`config.mk`:
```
export PLATFORM = sky130hd
export DESIGN_NAME = bitmap_block_allocator_core
export DESIGN_NICKNAME = d
export VERILOG_FILES = /design/src/design/bba_pkg.sv /design/src/design/bba_ctrl.sv /design/src/design/bba_dp.sv /design/src/design/bitmap_block_allocator_core.sv
export SDC_FILE = /design/constraint.sdc
export NUM_CORES = 1
export LEC_CHECK = 0
export ABC_AREA = 1
export BUFFER_PORTS_ARGS = -buffer_cell sky130_fd_sc_hd__buf_2
export CAP_MARGIN = 20
export CORE_MARGIN = 8
export CORE_UTILIZATION = 55
export DETAILED_ROUTE_END_ITERATION = 16
export GPL_TIMING_DRIVEN = 0
export PLACE_DENSITY = 0.72
export SYNTH_ARGS = -nofsm -noshare
export SYNTH_HDL_FRONTEND = slang
export SYNTH_HIERARCHICAL = 1
export SYNTH_SLANG_ARGS = --single-unit
export TNS_END_PERCENT = 10
```
`constraint.sdc`:
```
create_clock -name clk -period 6.6 [get_ports clk]
set_input_delay 0 -clock clk [delete_from_list [all_inputs] [get_ports clk]]
set_output_delay 0 -clock clk [all_outputs]
set_load 0.01 [all_outputs]
```
`src/design/bba_pkg.sv`:
```
// ----------------------------------------------------------------------------
// bba_pkg: shared types and constants of the bitmap block allocator
// request and response payloads, codes, class tables, control structs
// ----------------------------------------------------------------------------
package bba_pkg;

    localparam int CFG_W   = 52;
    localparam int CLASS_W = 3;
    localparam int COUNT_W = 9;

    localparam logic [31:0] ALL_ONES     = 32'hFFFF_FFFF;
    localparam logic [3:0]  HEADER_BYTES = 4'hC;

    // operation codes
    localparam logic [1:0] OP_ALLOC  = 2'd0;
    localparam logic [1:0] OP_FREE   = 2'd1;
    localparam logic [1:0] OP_REINIT = 2'd2;

    // response status codes
    localparam logic [1:0] ST_DONE     = 2'd0;
    localparam logic [1:0] ST_FULL     = 2'd1;
    localparam logic [1:0] ST_BAD_ADDR = 2'd2;

    // configuration register indexes
    localparam logic CFG_SIZE_CLASS  = 1'b0;
    localparam logic CFG_PAGE_NUMBER = 1'b1;

    typedef struct packed {
        logic [1:0]  op;
        logic [63:0] block_addr;
    } bba_req_t;

    typedef struct packed {
        logic [1:0]         status;
        logic [63:0]        granted_addr;
        logic [COUNT_W-1:0] free_left;
    } bba_rsp_t;

    typedef struct packed {
        logic       ld_addr;
        logic       scan_start;
        logic       scan_step;
        logic       grant;
        logic       free_chk;
        logic       div_step;
        logic       free_rd;
        logic       free_wr;
        logic       fill_step;
        logic       res_load;
        logic       res_grant;
        logic [1:0] res_status;
    } bba_cmd_t;

    typedef struct packed {
        logic count_zero;
        logic scan_hit;
        logic scan_miss;
        logic page_ok;
        logic div_last;
        logic id_ok;
        logic fill_last;
    } bba_sts_t;

    // blocks per class in a 4 KiB page
    function automatic logic [COUNT_W-1:0] class_blocks(input logic [CLASS_W-1:0] c);
        logic [COUNT_W-1:0] r;
        unique case (c)
            3'd0: r = 9'd502;
            3'd1: r = 9'd253;
            3'd2: r = 9'd169;
            3'd3: r = 9'd127;
            3'd4: r = 9'd101;
            3'd5: r = 9'd84;
            3'd6: r = 9'd72;
            3'd7: r = 9'd63;
        endcase
        return r;
    endfunction

    // map words per class
    function automatic logic [4:0] class_words(input logic [CLASS_W-1:0] c);
        logic [4:0] r;
        unique case (c)
            3'd0: r = 5'd16;
            3'd1: r = 5'd8;
            3'd2: r = 5'd6;
            3'd3: r = 5'd4;
            3'd4: r = 5'd4;
            3'd5: r = 5'd3;
            3'd6: r = 5'd3;
            3'd7: r = 5'd2;
        endcase
        return r;
    endfunction

    // shift of the all-ones pattern for the last used word
    function automatic logic [4:0] class_tail_shift(input logic [CLASS_W-1:0] c);
        logic [4:0] r;
        unique case (c)
            3'd0: r = 5'd10;
            3'd1: r = 5'd3;
            3'd2: r = 5'd23;
            3'd3: r = 5'd1;
            3'd4: r = 5'd27;
            3'd5: r = 5'd12;
            3'd6: r = 5'd24;
            3'd7: r = 5'd1;
        endcase
        return r;
    endfunction

endpackage

```
`src/design/bba_ctrl.sv`:
```
// ----------------------------------------------------------------------------
// bba_ctrl: allocator controller
// sequences map fill, allocate scan, free check and divide, response handshake
// ----------------------------------------------------------------------------
module bba_ctrl (
    input  logic             clk,
    input  logic             rst_n,
    input  logic             req_valid,
    input  logic [1:0]       req_op,
    output logic             req_stall,
    output logic             rsp_valid,
    input  logic             rsp_stall,
    input  bba_pkg::bba_sts_t sts,
    output bba_pkg::bba_cmd_t cmd
);

    typedef enum logic [8:0] {
        S_INIT     = 9'b000000001,
        S_IDLE     = 9'b000000010,
        S_SCAN     = 9'b000000100,
        S_GRANT    = 9'b000001000,
        S_FREE_CHK = 9'b000010000,
        S_DIVIDE   = 9'b000100000,
        S_FREE_RD  = 9'b001000000,
        S_FREE_WR  = 9'b010000000,
        S_REINIT   = 9'b100000000
    } state_t;

    state_t state_reg;
    state_t state_next;
    logic   rsp_valid_reg;
    logic   rsp_valid_next;
    logic   accept;

    assign req_stall = (state_reg != S_IDLE) || (rsp_valid_reg && rsp_stall);
    assign accept    = req_valid && !req_stall;
    assign rsp_valid = rsp_valid_reg;

    always_comb
    begin
        state_next = state_reg;
        cmd        = '0;
        unique case (state_reg)
            S_INIT:
            begin
                cmd.fill_step = 1'b1;
                if (sts.fill_last)
                begin
                    state_next = S_IDLE;
                end
            end
            S_IDLE:
            begin
                if (accept)
                begin
                    cmd.ld_addr = 1'b1;
                    priority if (req_op == bba_pkg::OP_ALLOC)
                    begin
                        if (sts.count_zero)
                        begin
                            cmd.res_load   = 1'b1;
                            cmd.res_status = bba_pkg::ST_FULL;
                        end
                        else
                        begin
                            cmd.scan_start = 1'b1;
                            state_next     = S_SCAN;
                        end
                    end
                    else if (req_op == bba_pkg::OP_FREE)
                    begin
                        state_next = S_FREE_CHK;
                    end
                    else if (req_op == bba_pkg::OP_REINIT)
                    begin
                        state_next = S_REINIT;
                    end
                    else
                    begin
                        cmd.res_load   = 1'b1;
                        cmd.res_status = bba_pkg::ST_DONE;
                    end
                end
            end
            S_SCAN:
            begin
                cmd.scan_step = 1'b1;
                if (sts.scan_hit)
                begin
                    state_next = S_GRANT;
                end
                else if (sts.scan_miss)
                begin
                    cmd.res_load   = 1'b1;
                    cmd.res_status = bba_pkg::ST_FULL;
                    state_next     = S_IDLE;
                end
            end
            S_GRANT:
            begin
                cmd.grant      = 1'b1;
                cmd.res_load   = 1'b1;
                cmd.res_grant  = 1'b1;
                cmd.res_status = bba_pkg::ST_DONE;
                state_next     = S_IDLE;
            end
            S_FREE_CHK:
            begin
                cmd.free_chk = 1'b1;
                if (sts.page_ok)
                begin
                    state_next = S_DIVIDE;
                end
                else
                begin
                    cmd.res_load   = 1'b1;
                    cmd.res_status = bba_pkg::ST_BAD_ADDR;
                    state_next     = S_IDLE;
                end
            end
            S_DIVIDE:
            begin
                cmd.div_step = 1'b1;
                if (sts.div_last)
                begin
                    state_next = S_FREE_RD;
                end
            end
            S_FREE_RD:
            begin
                if (sts.id_ok)
                begin
                    cmd.free_rd = 1'b1;
                    state_next  = S_FREE_WR;
                end
                else
                begin
                    cmd.res_load   = 1'b1;
                    cmd.res_status = bba_pkg::ST_BAD_ADDR;
                    state_next     = S_IDLE;
                end
            end
            S_FREE_WR:
            begin
                cmd.free_wr    = 1'b1;
                cmd.res_load   = 1'b1;
                cmd.res_status = bba_pkg::ST_DONE;
                state_next     = S_IDLE;
            end
            S_REINIT:
            begin
                cmd.fill_step = 1'b1;
                if (sts.fill_last)
                begin
                    cmd.res_load   = 1'b1;
                    cmd.res_status = bba_pkg::ST_DONE;
                    state_next     = S_IDLE;
                end
            end
            default:
            begin
                state_next = S_IDLE;
            end
        endcase
    end

    always_comb
    begin
        if (cmd.res_load)
        begin
            rsp_valid_next = 1'b1;
        end
        else
        begin
            rsp_valid_next = rsp_valid_reg && rsp_stall;
        end
    end

    always_ff @(posedge clk or negedge rst_n)
    begin
        if (!rst_n)
        begin
            state_reg     <= S_INIT;
            rsp_valid_reg <= 1'b0;
        end
        else
        begin
            state_reg     <= state_next;
            rsp_valid_reg <= rsp_valid_next;
        end
    end

endmodule

```
`src/design/bba_dp.sv`:
```
// ----------------------------------------------------------------------------
// bba_dp: allocator datapath
// config registers, free map memory, free count, divider, response register
// ----------------------------------------------------------------------------
module bba_dp #(
    parameter int PAGE_SHIFT = 12,
    parameter int MAP_WORDS  = 16
) (
    input  logic                      clk,
    input  logic                      rst_n,
    input  bba_pkg::bba_req_t         req,
    input  logic                      cfg_we,
    input  logic                      cfg_index,
    input  logic [bba_pkg::CFG_W-1:0] cfg_data,
    input  bba_pkg::bba_cmd_t         cmd,
    output bba_pkg::bba_sts_t         sts,
    output bba_pkg::bba_rsp_t         rsp
);

    localparam int IDX_W = $clog2(MAP_WORDS);
    localparam int PTR_W = $clog2(MAP_WORDS + 1);
    localparam int QW    = PAGE_SHIFT - 3;
    localparam int DCW   = $clog2(QW);
    localparam int GW    = IDX_W + 5;
    localparam int CW    = bba_pkg::COUNT_W;

    function automatic logic [PTR_W-1:0] used_words(input logic [2:0] c);
        logic [4:0]       w;
        logic [PTR_W-1:0] r;
        w = bba_pkg::class_words(c);
        if (int'(w) > MAP_WORDS)
        begin
            r = PTR_W'(MAP_WORDS);
        end
        else
        begin
            r = PTR_W'(w);
        end
        return r;
    endfunction

    function automatic logic [CW-1:0] eff_blocks(input logic [2:0] c);
        logic [CW-1:0] r;
        if (int'(bba_pkg::class_words(c)) > MAP_WORDS)
        begin
            r = CW'(MAP_WORDS * 32);
        end
        else
        begin
            r = bba_pkg::class_blocks(c);
        end
        return r;
    endfunction

    function automatic logic [31:0] valid_mask(input logic [2:0] c,
                                               input logic [PTR_W-1:0] word);
        logic [PTR_W-1:0] n;
        logic [31:0]      r;
        n = used_words(c);
        if (word >= n)
        begin
            r = '0;
        end
        else if ((word + PTR_W'(1) == n) && (int'(bba_pkg::class_words(c)) <= MAP_WORDS))
        begin
            r = bba_pkg::ALL_ONES >> bba_pkg::class_tail_shift(c);
        end
        else
        begin
            r = bba_pkg::ALL_ONES;
        end
        return r;
    endfunction

    // map storage
    logic [31:0] mem [MAP_WORDS];
    logic [31:0] rd_data_reg;

    // configuration
    logic [2:0]                size_class_reg;
    logic [bba_pkg::CFG_W-1:0] page_number_reg;

    logic [63:0]      addr_reg;
    logic [CW-1:0]    count_reg;
    logic [CW-1:0]    count_next;
    logic [PTR_W-1:0] rd_ptr_reg;
    logic [IDX_W-1:0] chk_ptr_reg;
    logic             chk_vld_reg;
    logic [PTR_W-1:0] fill_ptr_reg;
    logic [GW-1:0]    grant_idx_reg;
    logic [QW-1:0]    quot_reg;
    logic [2:0]       rem_reg;
    logic [DCW-1:0]   div_cnt_reg;
    bba_pkg::bba_rsp_t rsp_reg;

    logic [2:0]        cls;
    logic [PTR_W-1:0]  used;
    logic [CW-1:0]     eff;
    logic [63:0]       base;
    logic [64:0]       diff;
    logic [31:0]       avail;
    logic [4:0]        hit_bit;
    logic              scan_hit;
    logic              rd_en;
    logic [IDX_W-1:0]  rd_idx;
    logic              wr_en;
    logic [IDX_W-1:0]  wr_idx;
    logic [31:0]       wr_word;
    logic [QW+IDX_W-1:0] quot_ext;
    logic [IDX_W-1:0]  free_word;
    logic [4:0]        free_bit;
    logic [3:0]        dvs;
    logic [3:0]        trial;
    logic              trial_ge;
    logic [6:0]        bs;
    logic [GW+6:0]     grant_off;
    logic [63:0]       granted_calc;

    assign cls  = size_class_reg;
    assign used = used_words(cls);
    assign eff  = eff_blocks(cls);
    assign base = (64'(page_number_reg) << PAGE_SHIFT) + 64'(bba_pkg::HEADER_BYTES)
                + 64'({used, 2'b00});
    assign diff = {1'b0, addr_reg} - {1'b0, base};

    // allocate scan: lowest free bit of the word read last cycle
    assign avail    = rd_data_reg & valid_mask(cls, PTR_W'(chk_ptr_reg));
    assign scan_hit = chk_vld_reg && (avail != '0);

    always_comb
    begin
        hit_bit = '0;
        for (int b = 31; b >= 0; b--)
        begin
            if (avail[b])
            begin
                hit_bit = 5'(b);
            end
        end
    end

    // block index and bit of a block being freed
    assign quot_ext  = (QW + IDX_W)'(quot_reg);
    assign free_word = quot_ext[5 +: IDX_W];
    assign free_bit  = quot_reg[4:0];

    // restoring divide by class + 1, one quotient bit per step
    assign dvs      = {1'b0, cls} + 4'd1;
    assign trial    = {rem_reg, quot_reg[QW-1]};
    assign trial_ge = (trial >= dvs);

    assign bs           = {dvs, 3'b000};
    assign grant_off    = (GW + 7)'(grant_idx_reg) * (GW + 7)'(bs);
    assign granted_calc = base + 64'(grant_off);

    assign sts.count_zero = (count_reg == '0);
    assign sts.scan_hit   = scan_hit;
    assign sts.scan_miss  = chk_vld_reg && (avail == '0)
                          && (PTR_W'(chk_ptr_reg) + PTR_W'(1) == used);
    assign sts.page_ok    = ((addr_reg >> PAGE_SHIFT) == 64'(page_number_reg)) && !diff[64];
    assign sts.div_last   = (div_cnt_reg == DCW'(QW - 1));
    assign sts.id_ok      = (quot_reg < QW'(eff));
    assign sts.fill_last  = (fill_ptr_reg == PTR_W'(MAP_WORDS - 1));

    // single read port
    assign rd_en  = (cmd.scan_step && (rd_ptr_reg < used)) || cmd.free_rd;
    assign rd_idx = cmd.free_rd ? free_word : rd_ptr_reg[IDX_W-1:0];

    // single write port
    always_comb
    begin
        wr_en   = 1'b0;
        wr_idx  = '0;
        wr_word = '0;
        priority if (cmd.fill_step)
        begin
            wr_en   = 1'b1;
            wr_idx  = fill_ptr_reg[IDX_W-1:0];
            wr_word = valid_mask(cls, fill_ptr_reg);
        end
        else if (cmd.scan_step && scan_hit)
        begin
            wr_en   = 1'b1;
            wr_idx  = chk_ptr_reg;
            wr_word = rd_data_reg & ~(32'd1 << hit_bit);
        end
        else if (cmd.free_wr)
        begin
            wr_en   = 1'b1;
            wr_idx  = free_word;
            wr_word = rd_data_reg | (32'd1 << free_bit);
        end
    end

    always_comb
    begin
        count_next = count_reg;
        priority if (cmd.fill_step && sts.fill_last)
        begin
            count_next = eff;
        end
        else if (cmd.grant)
        begin
            count_next = count_reg - CW'(1);
        end
        else if (cmd.free_wr && (count_reg < eff))
        begin
            count_next = count_reg + CW'(1);
        end
    end

    always_ff @(posedge clk)
    begin
        if (wr_en)
        begin
            mem[wr_idx] <= wr_word;
        end
        if (rd_en)
        begin
            rd_data_reg <= mem[rd_idx];
        end
    end

    always_ff @(posedge clk or negedge rst_n)
    begin
        if (!rst_n)
        begin
            size_class_reg  <= '0;
            page_number_reg <= '0;
            count_reg       <= '0;
            rd_ptr_reg      <= '0;
            chk_vld_reg     <= 1'b0;
            fill_ptr_reg    <= '0;
            div_cnt_reg     <= '0;
        end
        else
        begin
            if (cfg_we)
            begin
                unique case (cfg_index)
                    bba_pkg::CFG_SIZE_CLASS:  size_class_reg  <= cfg_data[2:0];
                    bba_pkg::CFG_PAGE_NUMBER: page_number_reg <= cfg_data;
                    default:                  page_number_reg <= page_number_reg;
                endcase
            end
            count_reg <= count_next;
            if (cmd.scan_start)
            begin
                rd_ptr_reg  <= '0;
                chk_vld_reg <= 1'b0;
            end
            else if (cmd.scan_step)
            begin
                rd_ptr_reg  <= rd_ptr_reg + PTR_W'(1);
                chk_vld_reg <= rd_en;
            end
            if (cmd.fill_step)
            begin
                fill_ptr_reg <= sts.fill_last ? '0 : fill_ptr_reg + PTR_W'(1);
            end
            if (cmd.free_chk)
            begin
                div_cnt_reg <= '0;
            end
            else if (cmd.div_step)
            begin
                div_cnt_reg <= div_cnt_reg + DCW'(1);
            end
        end
    end

    // payload registers
    always_ff @(posedge clk)
    begin
        if (cmd.ld_addr)
        begin
            addr_reg <= req.block_addr;
        end
        if (cmd.scan_step)
        begin
            chk_ptr_reg <= rd_ptr_reg[IDX_W-1:0];
            if (scan_hit)
            begin
                grant_idx_reg <= {chk_ptr_reg, hit_bit};
            end
        end
        if (cmd.free_chk)
        begin
            quot_reg <= diff[PAGE_SHIFT-1:3];
            rem_reg  <= '0;
        end
        else if (cmd.div_step)
        begin
            quot_reg <= {quot_reg[QW-2:0], trial_ge};
            rem_reg  <= trial_ge ? 3'(trial - dvs) : trial[2:0];
        end
        if (cmd.res_load)
        begin
            rsp_reg.status       <= cmd.res_status;
            rsp_reg.granted_addr <= cmd.res_grant ? granted_calc : '0;
            rsp_reg.free_left    <= count_next;
        end
    end

    assign rsp = rsp_reg;

endmodule

```
`src/design/bitmap_block_allocator_core.sv`:
```
// ----------------------------------------------------------------------------
// bitmap_block_allocator_core: fixed-size block allocator for one page
// steps: allocate scans map words up to the one holding the granted block, or all used
//   map words when no valid bit is free; free checks page and base, then divides for
//   the block index and checks it; reinit refills MAP_WORDS map words; an unused op or
//   zero count is answered from idle; one request in flight at a time, word-serial map scan
// reset: fill of the class-zero pattern, no request taken until it ends
// ----------------------------------------------------------------------------
module bitmap_block_allocator_core #(
    parameter int PAGE_SHIFT = 12,
    parameter int MAP_WORDS  = 16
) (
    input  logic                      clk,
    input  logic                      rst_n,
    // request channel
    input  logic                      req_valid,
    output logic                      req_stall,
    input  bba_pkg::bba_req_t         req,
    // response channel
    output logic                      rsp_valid,
    input  logic                      rsp_stall,
    output bba_pkg::bba_rsp_t         rsp,
    // configuration writes, only while idle
    input  logic                      cfg_we,
    input  logic                      cfg_index,
    input  logic [bba_pkg::CFG_W-1:0] cfg_data
);

    // the controller walks each request through its steps:
    //   allocate: issue one map read per cycle, test the previous word,
    //             clear the lowest free bit on a hit, then form the address
    //   free:     page and base check, one divide bit per cycle for the
    //             block index, then, if in range, read-modify-write of the map word
    //   reinit:   write one map word per cycle from the class pattern
    // the response sits in a register, so a new request is taken in the
    // same cycle that the previous response is drained

    bba_pkg::bba_cmd_t cmd;
    bba_pkg::bba_sts_t sts;

    bba_ctrl u_ctrl (
        .clk       (clk),
        .rst_n     (rst_n),
        .req_valid (req_valid),
        .req_op    (req.op),
        .req_stall (req_stall),
        .rsp_valid (rsp_valid),
        .rsp_stall (rsp_stall),
        .sts       (sts),
        .cmd       (cmd)
    );

    // map memory, free count, config registers and response register
    bba_dp #(
        .PAGE_SHIFT (PAGE_SHIFT),
        .MAP_WORDS  (MAP_WORDS)
    ) u_dp (
        .clk       (clk),
        .rst_n     (rst_n),
        .req       (req),
        .cfg_we    (cfg_we),
        .cfg_index (cfg_index),
        .cfg_data  (cfg_data),
        .cmd       (cmd),
        .sts       (sts),
        .rsp       (rsp)
    );

endmodule
```
==> flow_results.xml <==
<?xml version="1.0" encoding="UTF-8"?>
<metrics>
  <group name="placement">
    <metric name="place_ws" unit="ns">-1.18</metric>
    <metric name="finalWeightedCongestion" unit="">0.979</metric>
    <metric name="port-buffer-count" unit="">196</metric>
    <metric name="place_hpwl" unit="mm">89.2</metric>
    <metric name="post-place-cells" unit="">5016</metric>
    <metric name="postPlaceCellArea" unit="mm^2">0.0418</metric>
  </group>
  <group name="detailed_routing">
    <metric name="routed_via_density" unit="">5.94</metric>
    <metric name="via_count" unit="">32207</metric>
    <metric name="detail_route.drc_violations" unit="">0</metric>
    <metric name="final_routed_wire_length_divided_by_cell_count" unit="um">24.2</metric>
    <metric name="detailedRoute.firstIterationViolations" unit="">3930</metric>
    <metric name="first_pass_iters" unit="">6</metric>
    <metric name="route.final.wire_length" unit="mm">131</metric>
    <metric name="detail-route-antenna-nets" unit="">0</metric>
  </group>
  <group name="sta">
    <metric name="drv_slew" unit="">0</metric>
    <metric name="finalSetupTns" unit="ns">-4.75</metric>
    <metric name="max-slew-margin-rel" unit="%">29.2</metric>
    <metric name="fmaxAchievable" unit="GHz">0.141</metric>
    <metric name="layout_setup_ws" unit="ns">-0.476</metric>
    <metric name="tightest_slew" unit="ns">1.06</metric>
    <metric name="period_needed" unit="ns">7.08</metric>
    <metric name="final_hold_viol_count" unit="">0</metric>
    <metric name="final.setup_skew" unit="ns">0.0499</metric>
    <metric name="unrepaired_setup_endpoints_after_global_routing" unit="">true</metric>
    <metric name="setup-violations-final" unit="">17</metric>
    <metric name="post-route-period-util" unit="%">107</metric>
  </group>
  <group name="run">
    <metric name="drv_cap" unit="">0</metric>
  </group>
  <group name="logic_synthesis">
    <metric name="total_standard_cell_area_after_synthesis" unit="mm^2">0.0390</metric>
    <metric name="synth_mux_area_share" unit="%">0</metric>
    <metric name="synth_cell_types" unit="">71</metric>
    <metric name="fraction_of_registers_with_async_set_or_reset_after_synthesis" unit="%">11.2</metric>
    <metric name="synth_top_family_by_area" unit="">simple AND/OR/NAND/NOR gates</metric>
    <metric name="fraction_of_the_mapped_netlist_area_in_compound_gates" unit="%">13.3</metric>
    <metric name="ys_dominant_reg_cell" unit="">edfxtp_1</metric>
    <metric name="yosys_warnings" unit="">6</metric>
    <metric name="ys_ff_latch" unit="">793</metric>
    <metric name="post_synth_fa_ha_maj_area_fraction" unit="%">5.09</metric>
    <metric name="number_of_flops_mapped_to_enable_cells_by_yosys" unit="">701</metric>
    <metric name="netlist_instances" unit="">3854</metric>
    <metric name="yosys.area_share.simple" unit="%">13.8</metric>
    <metric name="yosys.area_share.xor_xnor" unit="%">0.539</metric>
    <metric name="post_synth.cell_area_avg" unit="um^2">10.1</metric>
    <metric name="synth_seq_area_share" unit="%">59.8</metric>
  </group>
  <group name="critical_path">
    <metric name="cpMaxStageDelayCell" unit="">fa_1</metric>
    <metric name="startpoint" unit="">u_dp/cls[0]$_DFFE_PN0P_</metric>
    <metric name="cp.buffers_inverters" unit="">5</metric>
    <metric name="cp.depth" unit="">44</metric>
    <metric name="cp-endpoint" unit="">u_dp/rsp[68]$_SDFFCE_PN0P_</metric>
    <metric name="cp_common_cell" unit="">nand2_2</metric>
    <metric name="critical-path-max-stage-delay" unit="ns">0.56</metric>
    <metric name="r2r-start" unit="">u_dp/cls[0]$_DFFE_PN0P_</metric>
    <metric name="crit_path_start_kind" unit="">flop</metric>
    <metric name="crit_path_end_kind" unit="">flop</metric>
    <metric name="cp_data_arrival_time" unit="ns">7.45</metric>
    <metric name="critical_path_required" unit="ns">6.97</metric>
    <metric name="critPathKind" unit="">reg2reg</metric>
    <metric name="r2r_setup_slack" unit="ns">-0.48</metric>
    <metric name="timing.critical_path.fanout_max" unit="">7</metric>
    <metric name="worstReg2RegEnd" unit="">u_dp/rsp[68]$_SDFFCE_PN0P_</metric>
    <metric name="rr_worst_depth" unit="">44</metric>
    <metric name="critical_path.top_delay_family" unit="">simple AND/OR/NAND/NOR gates</metric>
  </group>
  <group name="floorplan">
    <metric name="floorplan.initialDensity" unit="%">55.6</metric>
    <metric name="dieHeight" unit="um">282</metric>
    <metric name="fp.dieW" unit="um">282</metric>
    <metric name="core" unit="mm^2">0.0701</metric>
    <metric name="boundaryPins" unit="">201</metric>
    <metric name="die_area" unit="mm^2">0.0797</metric>
    <metric name="floorplan.rows" unit="">97</metric>
  </group>
  <group name="global_routing">
    <metric name="overflow" unit="">0</metric>
    <metric name="grt_antenna_before_repair" unit="">5</metric>
    <metric name="number_of_global_route_vias_before_repair" unit="">30970</metric>
    <metric name="grt_pass1_wl" unit="mm">191</metric>
    <metric name="grt_util_all_layers" unit="%">32.0</metric>
    <metric name="grt_max_degree" unit="">61</metric>
  </group>
  <group name="clock_network">
    <metric name="clock_tree.buffer_depth" unit="">3</metric>
    <metric name="cts-root-buf" unit="">clkbuf_16</metric>
    <metric name="insertion_delay" unit="ns">0.65</metric>
    <metric name="tritoncts" unit="">built</metric>
    <metric name="cts_made_buffers" unit="">84</metric>
    <metric name="cts.sinks" unit="">793</metric>
    <metric name="cts_htree_levels" unit="">3</metric>
    <metric name="clkSlewWorstSetupHoldPaths" unit="ns">0.06</metric>
  </group>
  <group name="cells_and_area">
    <metric name="largest_register_ffs" unit="">512</metric>
    <metric name="drive_above_1_share" unit="%">15.5</metric>
    <metric name="layout.core_utilization" unit="%">67.7</metric>
    <metric name="final_cell_area" unit="mm^2">0.0475</metric>
    <metric name="final_net_count" unit="">4679</metric>
    <metric name="layoutNonFillerInstCount" unit="">5419</metric>
    <metric name="area.growth.synth_to_final" unit="%">21.7</metric>
  </group>
  <group name="hold_path">
    <metric name="holdCritPathClass" unit="">in2reg</metric>
    <metric name="min_delay_path_depth" unit="">2</metric>
  </group>
  <group name="run_status">
    <metric name="run_status" unit="">finished with violations</metric>
    <metric name="failed_checks" unit="">setup timing</metric>
  </group>
  <group name="power_and_ir_drop">
    <metric name="irDropWorstVdd" unit="V">0.000296</metric>
    <metric name="power.static_leakage" unit="nW">19.5</metric>
    <metric name="power_density_cells" unit="mW/mm^2">364</metric>
  </group>
</metrics>
## per-stage QoR
stage / hold WS (ns) / total power, mW
CTS: 0.0582 / 17.0
floorplan: -0.296 / 9.77
detailed placement: 0.0831 / 12.0
finish: 0.0805 / 17.3
global route: 0.0734 / 17.9
global placement: 0.177 / 11.8
## Yosys cell counts, types with 18 or more instances
library cell	n	area, um^2
a21oi_1	371	1860
clkbuf_1	137	514
dfrtp_1	88	2200
edfxtp_1	701	21100
ha_1	133	1660
inv_1	582	2180
inv_2	19	71.3
nand2_1	584	2190
nand2_2	21	131
nand3_1	196	981
nand4_1	32	200
nor2_1	245	920
nor3_1	46	230
o211ai_1	71	533
o21ai_0	338	1690
o221ai_1	36	315
xor2_1	18	158
## worst min path at each step
stage | from | endpoint | slack (ns)
after detailed placement | rst_n | u_dp/page_number_reg[44]$_DFFE_PN0P_ | 0.08
after global placement | req[21] | u_dp/addr_reg[21]$_DFFE_PP_ | 0.18
final | req[55] | u_dp/addr_reg[55]$_DFFE_PP_ | 0.08
after CTS | req[39] | u_dp/addr_reg[39]$_DFFE_PP_ | 0.06
after floorplan | rst_n | u_ctrl/rsp_valid$_DFF_PN0_ | -0.30
after global routing | req[39] | u_dp/addr_reg[39]$_DFFE_PP_ | 0.07
## where the power goes
group | total (mW) | switching (mW) | internal, mW
clock | 4.77 | 1.98 | 2.79
combinational | 6.08 | 4.35 | 1.73
sequential | 6.41 | 0.233 | 6.17
## layout make-up
type                       instances  area [um^2]
clock buffer                     107         2220
timing repair buffer             465         3800
multi-input combinational       2297        13400
clock inverter                    49          572
tap                              940         1180
sequential                       793        23300
fill                            5120        22700
antenna                            3         7.51
inverter                         608         2300
buffer                           157          661
## layer usage
metal / part of all wire, % / vias to the layer above / GRT usage (%)
li1: - / 14423 / -
met1: 36 / 15322 / 39.4
met2: 48 / 2008 / 54.2
met3: 9.8 / 452 / 5.20
met4: 6.1 / 2 / 17.3
met5: 0.011 / - / 0
## layout by cell type (no fill, tap or decap), types with 11 or more instances in the layout
cell and instances:
dfrtp_1 85, clkbuf_2 23, buf_1 11, nor3_1 42, a31oi_1 13, nor2_1 224
o21ai_0 330, edfxtp_1 701, clkbuf_1 133, buf_2 199, clkbuf_16 84, nand3_1 192
a21oi_2 12, nand2_1 569, inv_2 22, nand4_1 32, nor4_1 13, fa_1 15
dlygate4sd3_1 127, o211ai_1 71, buf_4 106, o21ai_2 11, nor2_2 14, ha_1 124
a32o_1 13, clkinv_1 18, xor2_1 18, clkinv_2 18, a21oi_1 359, inv_1 575
buf_12 19, nand2_2 32, o221ai_1 36, o21a_1 15, o21bai_1 11, nor2_4 36
## what timing repair did
| item | in CTS | in global routing |
|---|---|---|
| resized for setup | 65 | 113 |
| buffers inserted | 83 | 40 |
| pin swaps | 51 | 35 |
| hold buffers | 128 | 0 |
| endpoints found under the hold margin | 226 | 0 |
| endpoints found under the setup margin | 958 | 821 |
## kinds of logic (layout without fill, tap and decap cells)
logic type | after synthesis | in the layout
buffers and inverters | 766 | 1386
xor gates and xnor gates | 24 | 24
DFF | 793 | 793
adders and majority gates | 149 | 149
and+or+nand+nor | 1204 | 1204
AOI/OAI and AO/OA | 916 | 916
other | 2 | 7
(Power assumes the default switching activity.)
